`config.mk`:
```
export PLATFORM = sky130hd
export DESIGN_NAME = rpn_stack_calculator
export DESIGN_NICKNAME = d
export VERILOG_FILES = /design/src/rpn_pkg.sv /design/src/rpn_div.sv /design/src/rpn_stack_calculator.sv
export SDC_FILE = /design/constraint.sdc
export NUM_CORES = 2
export LEC_CHECK = 0
export ABC_AREA = 1
export BUFFER_PORTS_ARGS = -buffer_cell sky130_fd_sc_hd__clkbuf_2
export CORE_MARGIN = 8
export CORE_UTILIZATION = 60
export CTS_BUF_LIST = sky130_fd_sc_hd__clkbuf_16
export CTS_CLUSTER_DIAMETER = 120
export DETAILED_ROUTE_END_ITERATION = 7
export PLACE_DENSITY = 0.79
export SYNTH_ARGS = -nofsm -noshare
export SYNTH_HDL_FRONTEND = slang
export SYNTH_SLANG_ARGS = --single-unit
```
`constraint.sdc`:
```
create_clock -name clk -period 8.2 [get_ports clk]
set_input_delay 0.41 -clock clk [delete_from_list [all_inputs] [get_ports clk]]
set_output_delay 0.41 -clock clk [all_outputs]
set_load 0.01 [all_outputs]
```
`src/rpn_pkg.sv`:
```
// ----------------------------------------------------------------------------
// rpn_pkg: shared constants and a helper for the postfix stack calculator
// Operation and status codes, Q16.16 widths and the saturation helper.
// ----------------------------------------------------------------------------
package rpn_pkg;

  localparam int DATA_W      = 32;
  localparam int FRAC_W      = 16;
  localparam int DVD_W       = DATA_W + FRAC_W;
  localparam int OP_W        = 3;
  localparam int STATUS_W    = 3;
  localparam int ENTRIES_W   = 5;
  localparam int STACK_DEPTH = 16;

  // operation codes
  localparam logic [OP_W-1:0] OP_PUSH = 3'd0;
  localparam logic [OP_W-1:0] OP_PEEK = 3'd1;
  localparam logic [OP_W-1:0] OP_ADD  = 3'd2;
  localparam logic [OP_W-1:0] OP_SUB  = 3'd3;
  localparam logic [OP_W-1:0] OP_MUL  = 3'd4;
  localparam logic [OP_W-1:0] OP_DIV  = 3'd5;
  localparam logic [OP_W-1:0] OP_XCH  = 3'd6;
  localparam logic [OP_W-1:0] OP_SUM  = 3'd7;

  // status codes
  localparam logic [STATUS_W-1:0] ST_OK      = 3'd0;
  localparam logic [STATUS_W-1:0] ST_EMPTY   = 3'd1;
  localparam logic [STATUS_W-1:0] ST_ONE     = 3'd2;
  localparam logic [STATUS_W-1:0] ST_FULL    = 3'd3;
  localparam logic [STATUS_W-1:0] ST_DIVZERO = 3'd4;

  localparam logic signed [DATA_W-1:0] Q_MAX = 32'sh7FFF_FFFF;
  localparam logic signed [DATA_W-1:0] Q_MIN = 32'sh8000_0000;

  // Clamp a 33-bit signed sum to the 32-bit range
  function automatic logic signed [DATA_W-1:0] sat33(input logic signed [DATA_W:0] v);
    logic signed [DATA_W-1:0] r;
    if (v[DATA_W] != v[DATA_W-1]) begin
      r = v[DATA_W] ? Q_MIN : Q_MAX;
    end else begin
      r = v[DATA_W-1:0];
    end
    return r;
  endfunction

endpackage

```
`src/rpn_div.sv`:
```
// ----------------------------------------------------------------------------
// rpn_div: iterative unsigned divider
// Restoring division, one quotient bit per cycle over the dividend width.
// ----------------------------------------------------------------------------
module rpn_div (
  input  logic                           clk,
  input  logic                           rst,
  input  logic                           start,
  input  logic [rpn_pkg::DVD_W-1:0]      dividend,
  input  logic [rpn_pkg::DATA_W-1:0]     divisor,
  output logic                           done,
  output logic [rpn_pkg::DVD_W-1:0]      quotient
);

  localparam int CNT_W = $clog2(rpn_pkg::DVD_W + 1);

  logic                          busy;
  logic [CNT_W-1:0]              cnt;
  logic [rpn_pkg::DATA_W-1:0]    dvs;
  logic [rpn_pkg::DATA_W:0]      rem;
  logic [rpn_pkg::DATA_W:0]      rem_shift;
  logic [rpn_pkg::DATA_W:0]      rem_next;
  logic                          qbit;

  // shift in one dividend bit and try the subtract
  always_comb begin
    rem_shift = {rem[rpn_pkg::DATA_W-1:0], quotient[rpn_pkg::DVD_W-1]};
    qbit      = (rem_shift >= {1'b0, dvs});
    rem_next  = qbit ? (rem_shift - {1'b0, dvs}) : rem_shift;
  end

  always_ff @(posedge clk) begin
    if (rst) begin
      busy <= 1'b0;
      done <= 1'b0;
      cnt  <= '0;
    end else begin
      done <= 1'b0;
      if (start) begin
        busy     <= 1'b1;
        cnt      <= CNT_W'(rpn_pkg::DVD_W);
        dvs      <= divisor;
        rem      <= '0;
        quotient <= dividend;
      end else if (busy) begin
        rem      <= rem_next;
        quotient <= {quotient[rpn_pkg::DVD_W-2:0], qbit};
        cnt      <= cnt - 1'b1;
        if (cnt == CNT_W'(1)) begin
          busy <= 1'b0;
          done <= 1'b1;
        end
      end
    end
  end

endmodule

```
`src/rpn_stack_calculator.sv`:
```
// ----------------------------------------------------------------------------
// rpn_stack_calculator: postfix stack calculator on signed Q16.16 numbers
// Sequencer over an operand stack memory with a shared adder, a multiplier
// and an iterative divider.
// ----------------------------------------------------------------------------
// Usage:
//   Input channel (in_valid/in_stall, operation, push_value) takes one
//   transaction at a time; in_stall is high from acceptance until the
//   sequencer is back in idle. Output channel (out_valid/out_stall, status,
//   top_value, entries) gives exactly one result per input transaction.
//   Push and an empty-stack error go straight to the output; peek, full
//   push and single entry errors read the top entry; add, subtract,
//   exchange and divide by zero read both operands; multiply adds a
//   saturation step; divide runs the one-bit-per-cycle divider over the
//   dividend width; sum walks the stack through the single memory read
//   port. The next transaction is taken once the sequencer is idle, even
//   while a result still waits in the output register.
//   When the receiver stalls, the result register holds and the sequencer
//   waits before loading the following result.
//   Reset empties the stack (count to zero) and drops any pending result;
//   the stack memory itself is not cleared.
// ----------------------------------------------------------------------------
module rpn_stack_calculator #(
  parameter int STACK_DEPTH = rpn_pkg::STACK_DEPTH
) (
  input  logic                                clk,
  input  logic                                rst,
  input  logic                                in_valid,
  output logic                                in_stall,
  input  logic [rpn_pkg::OP_W-1:0]            operation,
  input  logic signed [rpn_pkg::DATA_W-1:0]   push_value,
  output logic                                out_valid,
  input  logic                                out_stall,
  output logic [rpn_pkg::STATUS_W-1:0]        status,
  output logic signed [rpn_pkg::DATA_W-1:0]   top_value,
  output logic [rpn_pkg::ENTRIES_W-1:0]       entries
);

  localparam int AW = $clog2(STACK_DEPTH);
  localparam int CW = $clog2(STACK_DEPTH + 1);
  localparam int DW = rpn_pkg::DATA_W;

  typedef enum logic [3:0] {
    S_IDLE, S_DISP, S_WAIT, S_TOPCAP, S_PCAP, S_QCAP, S_EXEC, S_MUL,
    S_DIV, S_WR, S_XCH, S_SUMCAP, S_SUMADD, S_SUMWR, S_OUT
  } state_t;

  state_t                   state;
  state_t                   ret;
  logic [rpn_pkg::OP_W-1:0] op;
  logic signed [DW-1:0]     val;
  logic [CW-1:0]            cnt;
  logic [AW-1:0]            raddr;
  logic [AW-1:0]            idx;
  logic signed [DW-1:0]     rd_data;
  logic signed [DW-1:0]     p;
  logic signed [DW-1:0]     q;
  logic signed [DW-1:0]     res;
  logic signed [DW-1:0]     top;
  logic signed [2*DW-1:0]   prod;
  logic [rpn_pkg::STATUS_W-1:0] st;
  logic signed [DW-1:0]     mem [STACK_DEPTH];

  logic                     we;
  logic [AW-1:0]            waddr;
  logic signed [DW-1:0]     wdata;
  logic                     out_free;
  logic signed [DW-1:0]     shared_a;
  logic signed [DW-1:0]     shared_b;
  logic signed [DW-1:0]     shared_sum;

  logic                     div_start;
  logic                     div_done;
  logic [rpn_pkg::DVD_W-1:0] div_quot;
  logic [DW-1:0]            q_mag;
  logic [DW-1:0]            p_mag;
  logic                     div_neg;
  logic signed [DW:0]       quot_pos;
  logic signed [2*DW-1:0]   mul_sh;

  assign out_free = !out_valid || !out_stall;
  assign in_stall = (state != S_IDLE);

  // shared saturating adder: sum walk uses entry + acc, else q +/- p
  always_comb begin
    shared_a = q;
    shared_b = p;
    if (state == S_SUMADD) begin
      shared_a = rd_data;
      shared_b = res;
    end
    if (state == S_EXEC && op == rpn_pkg::OP_SUB) begin
      shared_sum = rpn_pkg::sat33(33'(shared_a) - 33'(shared_b));
    end else begin
      shared_sum = rpn_pkg::sat33(33'(shared_a) + 33'(shared_b));
    end
  end

  // divider operand magnitudes
  assign q_mag    = q[DW-1] ? (~q + 1'b1) : q;
  assign p_mag    = p[DW-1] ? (~p + 1'b1) : p;
  assign div_neg  = q[DW-1] ^ p[DW-1];
  assign div_start = (state == S_EXEC) && (op == rpn_pkg::OP_DIV) && (p != '0);
  assign quot_pos  = (DW+1)'(div_quot);
  assign mul_sh    = prod >>> rpn_pkg::FRAC_W;

  rpn_div u_div (
    .clk      (clk),
    .rst      (rst),
    .start    (div_start),
    .dividend ({q_mag, {rpn_pkg::FRAC_W{1'b0}}}),
    .divisor  (p_mag),
    .done     (div_done),
    .quotient (div_quot)
  );

  // memory write port
  always_comb begin
    we    = 1'b0;
    waddr = '0;
    wdata = res;
    unique case (state)
      S_DISP: begin
        we    = (op == rpn_pkg::OP_PUSH) && (cnt < CW'(STACK_DEPTH));
        waddr = cnt[AW-1:0];
        wdata = val;
      end
      S_WR: begin
        we    = 1'b1;
        waddr = AW'(cnt - CW'(2));
      end
      S_EXEC: begin
        we    = (op == rpn_pkg::OP_XCH);
        waddr = AW'(cnt - CW'(1));
        wdata = q;
      end
      S_XCH: begin
        we    = 1'b1;
        waddr = AW'(cnt - CW'(2));
        wdata = p;
      end
      S_SUMWR: begin
        we    = 1'b1;
        waddr = '0;
      end
      default: begin
        we = 1'b0;
      end
    endcase
  end

  // stack memory, registered read
  always_ff @(posedge clk) begin
    if (we) begin
      mem[waddr] <= wdata;
    end
    rd_data <= mem[raddr];
  end

  // sequencer
  always_ff @(posedge clk) begin
    if (rst) begin
      state     <= S_IDLE;
      ret       <= S_IDLE;
      cnt       <= '0;
      out_valid <= 1'b0;
    end else begin
      // load a new result, or drop the one just taken
      if (state == S_OUT && out_free) begin
        out_valid <= 1'b1;
      end else if (out_valid && !out_stall) begin
        out_valid <= 1'b0;
      end
      unique case (state)
        S_IDLE: begin
          if (in_valid) begin
            op    <= operation;
            val   <= push_value;
            state <= S_DISP;
          end
        end
        S_DISP: begin
          st    <= rpn_pkg::ST_OK;
          raddr <= AW'(cnt - CW'(1));
          idx   <= AW'(cnt - CW'(1));
          state <= S_WAIT;
          if (op == rpn_pkg::OP_PUSH) begin
            if (cnt < CW'(STACK_DEPTH)) begin
              cnt   <= cnt + 1'b1;
              top   <= val;
              state <= S_OUT;
            end else begin
              st  <= rpn_pkg::ST_FULL;
              ret <= S_TOPCAP;
            end
          end else if (cnt == '0) begin
            st    <= rpn_pkg::ST_EMPTY;
            top   <= '0;
            state <= S_OUT;
          end else if (op == rpn_pkg::OP_PEEK) begin
            ret <= S_TOPCAP;
          end else if (op == rpn_pkg::OP_SUM) begin
            ret <= S_SUMCAP;
          end else if (cnt < CW'(2)) begin
            st  <= rpn_pkg::ST_ONE;
            ret <= S_TOPCAP;
          end else begin
            ret <= S_PCAP;
          end
        end
        S_WAIT: begin
          state <= ret;
        end
        S_TOPCAP: begin
          top   <= rd_data;
          state <= S_OUT;
        end
        S_PCAP: begin
          p     <= rd_data;
          raddr <= AW'(cnt - CW'(2));
          ret   <= S_QCAP;
          state <= S_WAIT;
        end
        S_QCAP: begin
          q     <= rd_data;
          state <= S_EXEC;
        end
        S_EXEC: begin
          unique case (op)
            rpn_pkg::OP_ADD, rpn_pkg::OP_SUB: begin
              res   <= shared_sum;
              state <= S_WR;
            end
            rpn_pkg::OP_MUL: begin
              prod  <= (2*DW)'(q) * (2*DW)'(p);
              state <= S_MUL;
            end
            rpn_pkg::OP_DIV: begin
              if (p == '0) begin
                st    <= rpn_pkg::ST_DIVZERO;
                res   <= q[DW-1] ? rpn_pkg::Q_MIN :
                         (q == '0) ? '0 : rpn_pkg::Q_MAX;
                state <= S_WR;
              end else begin
                state <= S_DIV;
              end
            end
            default: begin
              // exchange: top slot written now, lower slot next
              top   <= q;
              state <= S_XCH;
            end
          endcase
        end
        S_MUL: begin
          if (mul_sh > (2*DW)'(rpn_pkg::Q_MAX)) begin
            res <= rpn_pkg::Q_MAX;
          end else if (mul_sh < (2*DW)'(rpn_pkg::Q_MIN)) begin
            res <= rpn_pkg::Q_MIN;
          end else begin
            res <= mul_sh[DW-1:0];
          end
          state <= S_WR;
        end
        S_DIV: begin
          if (div_done) begin
            if (div_quot[rpn_pkg::DVD_W-1:DW] != '0) begin
              res <= div_neg ? rpn_pkg::Q_MIN : rpn_pkg::Q_MAX;
            end else if (div_neg) begin
              res <= rpn_pkg::sat33(-quot_pos);
            end else begin
              res <= rpn_pkg::sat33(quot_pos);
            end
            state <= S_WR;
          end
        end
        S_WR: begin
          top   <= res;
          cnt   <= cnt - 1'b1;
          state <= S_OUT;
        end
        S_XCH: begin
          state <= S_OUT;
        end
        S_SUMCAP: begin
          res <= rd_data;
          if (idx == '0) begin
            state <= S_SUMWR;
          end else begin
            raddr <= idx - 1'b1;
            idx   <= idx - 1'b1;
            ret   <= S_SUMADD;
            state <= S_WAIT;
          end
        end
        S_SUMADD: begin
          res <= shared_sum;
          if (idx == '0) begin
            state <= S_SUMWR;
          end else begin
            raddr <= idx - 1'b1;
            idx   <= idx - 1'b1;
            state <= S_WAIT;
          end
        end
        S_SUMWR: begin
          top   <= res;
          cnt   <= CW'(1);
          state <= S_OUT;
        end
        S_OUT: begin
          if (out_free) begin
            status    <= st;
            top_value <= top;
            entries   <= rpn_pkg::ENTRIES_W'(cnt);
            state     <= S_IDLE;
          end
        end
        default: begin
          state <= S_IDLE;
        end
      endcase
    end
  end

endmodule

```
==> results.md <==
- Outcome: finished, violations left
- Failing checks: DRC, capacitance limit, slew limit
- DR vias/cell: between 5 and 6
- Hold WS: 0.07164 ns
- Share of layout cells above drive strength 1: 0.06794
- Class of the worst hold path: primary input to register
- Pin count of the biggest net entering global routing: 170
- Clock transition at the registers of the reported paths: about 0.060 ns
- Initial detailed-routing violation count: 8496
- Register area share after synthesis: 0.3177
- Die Area: roughly 160000 sq um
- Worst endpoint required time: ~8.7 ns
- H-tree Lvls: 3
- Chip height: 397.1 um
- Netlist Area Pre-Place: 87150 sq um
- Top cells by count, synth: inv_1 (2224), nand2_1 (2173), fa_1 (1084), edfxtp_1 (886), nor2_1 (547)
- P&R area growth vs syn: 8.324%
- Clock Latency Late Sink: 0.81 ns
- Clk buf depth: 3
- Root Driver: clkbuf_16
- Synth area leader: edfxtp_1
- Post-DRT Antenna Nets: 0
- Minimum clock period after layout: 8.195 ns
- DR DRC count: 13
- Critical path class: register to register
- First-pass GRT wire length: around 450000 um
- Sink Count: 940
- Number of global-route vias before repair: 72281
- Distinct cells, synth: 64
- Beginning of the critical path: p[27]
- # Max-Cap Violations: 2
- Worst-path maximum fanout: 19
- CP startpoint kind: register
- Asr flop ratio synth: 0
- Worst Tran Pin Value: 1.560 ns
- Core ar.: 144900 sq um
- Worst Skew: 0.09955 ns
- Ys flop type: edfxtp_1
- Setup violations, final: 0
- Most frequent cell after synthesis: inv_1
- Reg-to-reg startpoint: p[27]
- DP Wirelength: 223500 um
- RePlAce Congestion: 1.073
- Slew Viols, Final: 4
- Most area-consuming cells after synthesis: edfxtp_1 (31%), fa_1 (25%), inv_1 (9.6%)
- #FFs+latches synth: 940
- Top cell type's share of synthesized area: 0.3053
- Initial antenna violation count: 32
- Hold_sp: out_stall
- Post-synth EDFFs: 886
- WP data arrival: about 8.7 ns
- Total track usage: 0.3782
- Final WL: between 300000 and 400000 um
- Syn nets: 11314
- Via count: 71060
- Port buffer count: 80
- Crit. End Element: register
- Nets: approximately 11000
- Final Cycle Share: 0.9994
- Grt total ovfl: 0
- Fill cells: 11721
- Fmax: about 120 MHz
- Initial Util: 0.6016
- Worst rel slew slack: -0.05071
- Cts bufs inserted: 105
- Post-Synthesis Cells: 9899
- Drt pass-1 iters: 8
- Avg Inst Size Synth: 8.804 sq um
- Synth warn: 0
- Die Width: 397.1 um
- FP Rows: 140
- Fin. Hold Viols: 0
- CTS tree: done
- Number of I/O pins: 81
- Routed len/inst: 25.24 um
==> registers in the layout (all words and copies together) (netlist names), 6 cells and up <==
name	count
u_div.cnt	6
top_value	32
rd_data	32
res	32
val	32
q	32
top	32
prod	48
p	32
u_div.rem	32
u_div.dvs	32
u_div.quotient	48
mem	512
==> metrics by stage <==
step | instances | util | instance area (sq um) | worst slack [ns] | setup TNS (ns)
finish | 11901 | 0.6517 | 94410 | 0.004750 | 0
global route | 11884 | 0.6514 | 94360 | -0.007976 | -0.007976
CTS | 11877 | 0.6511 | 94320 | 0.1831 | 0
detailed placement | 11642 | 0.6230 | 90260 | 0.2158 | 0
global placement | 11642 | 0.6230 | 90260 | 0.2148 | 0
floorplan | 9899 | - | 87150 | 0.3430 | 0
==> cell families after synthesis <==
| family | Yosys count | share of synthesized area |
|---|---|---|
| compound gates | 1242 | 0.08231 |
| fa+ha+maj | 1376 | 0.2909 |
| mux | 128 | 0.01470 |
| buf+inv | 2765 | 0.1218 |
| flops | 940 | 0.3177 |
| xor+xnor | 197 | 0.01980 |
| simple gates | 3251 | 0.1528 |
==> cell type report <==
type,instances,area (sq um),share of cell area
Antenna cell,20,50.05,0.0005301
Clock buffer,108,2703,0.02863
Clock inverter,92,1007,0.01067
Inverter,2276,8548,0.09055
Multi-Input combinational cell,6194,49090,0.5199
Sequential cell,940,27690,0.2933
Tap cell,1917,2399,0.02541
Timing Repair Buffer,354,2928,0.03101
==> placed cells by master, fill, tap and decap left out, types with 29 or more instances in the layout <==
| cell type | Yosys | final |
|---|---|---|
| xnor2_1 | 37 | 37 |
| fa_1 | 1084 | 1084 |
| nand2_1 | 2173 | 2172 |
| nor3_1 | 43 | 42 |
| o21ai_1 | 19 | 31 |
| mux2i_1 | 128 | 128 |
| buf_12 | 0 | 30 |
| inv_2 | 45 | 46 |
| dfxtp_1 | 54 | 54 |
| nand3_1 | 266 | 265 |
| buf_4 | 25 | 208 |
| o21bai_1 | 30 | 30 |
| o211ai_1 | 135 | 135 |
| ha_1 | 292 | 292 |
| nand4_1 | 98 | 98 |
| inv_1 | 2224 | 2235 |
| xor2_1 | 160 | 160 |
| nor2_4 | 5 | 29 |
| a21oi_1 | 440 | 439 |
| clkbuf_2 | 1 | 80 |
| o21ai_0 | 425 | 410 |
| clkbuf_16 | 0 | 108 |
| edfxtp_1 | 886 | 886 |
| dlygate4sd3_1 | 0 | 35 |
| nor2_1 | 547 | 521 |
==> path summary, 6_finish.rpt <==
path                    to  cells past startpoint  slack, ns
min              out_valid                      3       0.07
min reg2reg  top_value[19]                      0       0.39
max               prod[50]                     22      0.005
max reg2reg       prod[50]                     22      0.005
==> critical path, stage by stage (launching register included) <==
cell and delay [ns]:
edfxtp_1 1.32, buf_4 0.31, nand2_1 0.09, fa_1 0.46
inv_1 0.08, fa_1 0.44, fa_1 0.57, fa_1 0.45
fa_1 0.57, fa_1 0.46, fa_1 0.55, inv_1 0.08
fa_1 0.50, inv_1 0.05, ha_1 0.37, a21oi_1 0.13
o21ai_0 0.38, a21oi_1 0.17, o21ai_0 0.19, a21oi_1 0.06
nand2_1 0.22, a21oi_1 0.15, xnor2_1 0.33
==> per-layer routing <==
metal  GRT usage  share of wire
met5           0        0.00024
met4      0.2714          0.090
met3      0.1042           0.12
met2      0.5854           0.44
met1      0.4578           0.35
==> timing repair <==
item	in CTS	in global routing
hold buffers	35	0
resized for setup	0	1
endpoints found under the setup margin	0	8
hold endpoints to repair	35	0
buffers inserted	0	4
Power is not shown: default switching activity piles up to over one toggle a cycle in this logic, so the estimate is an artifact.
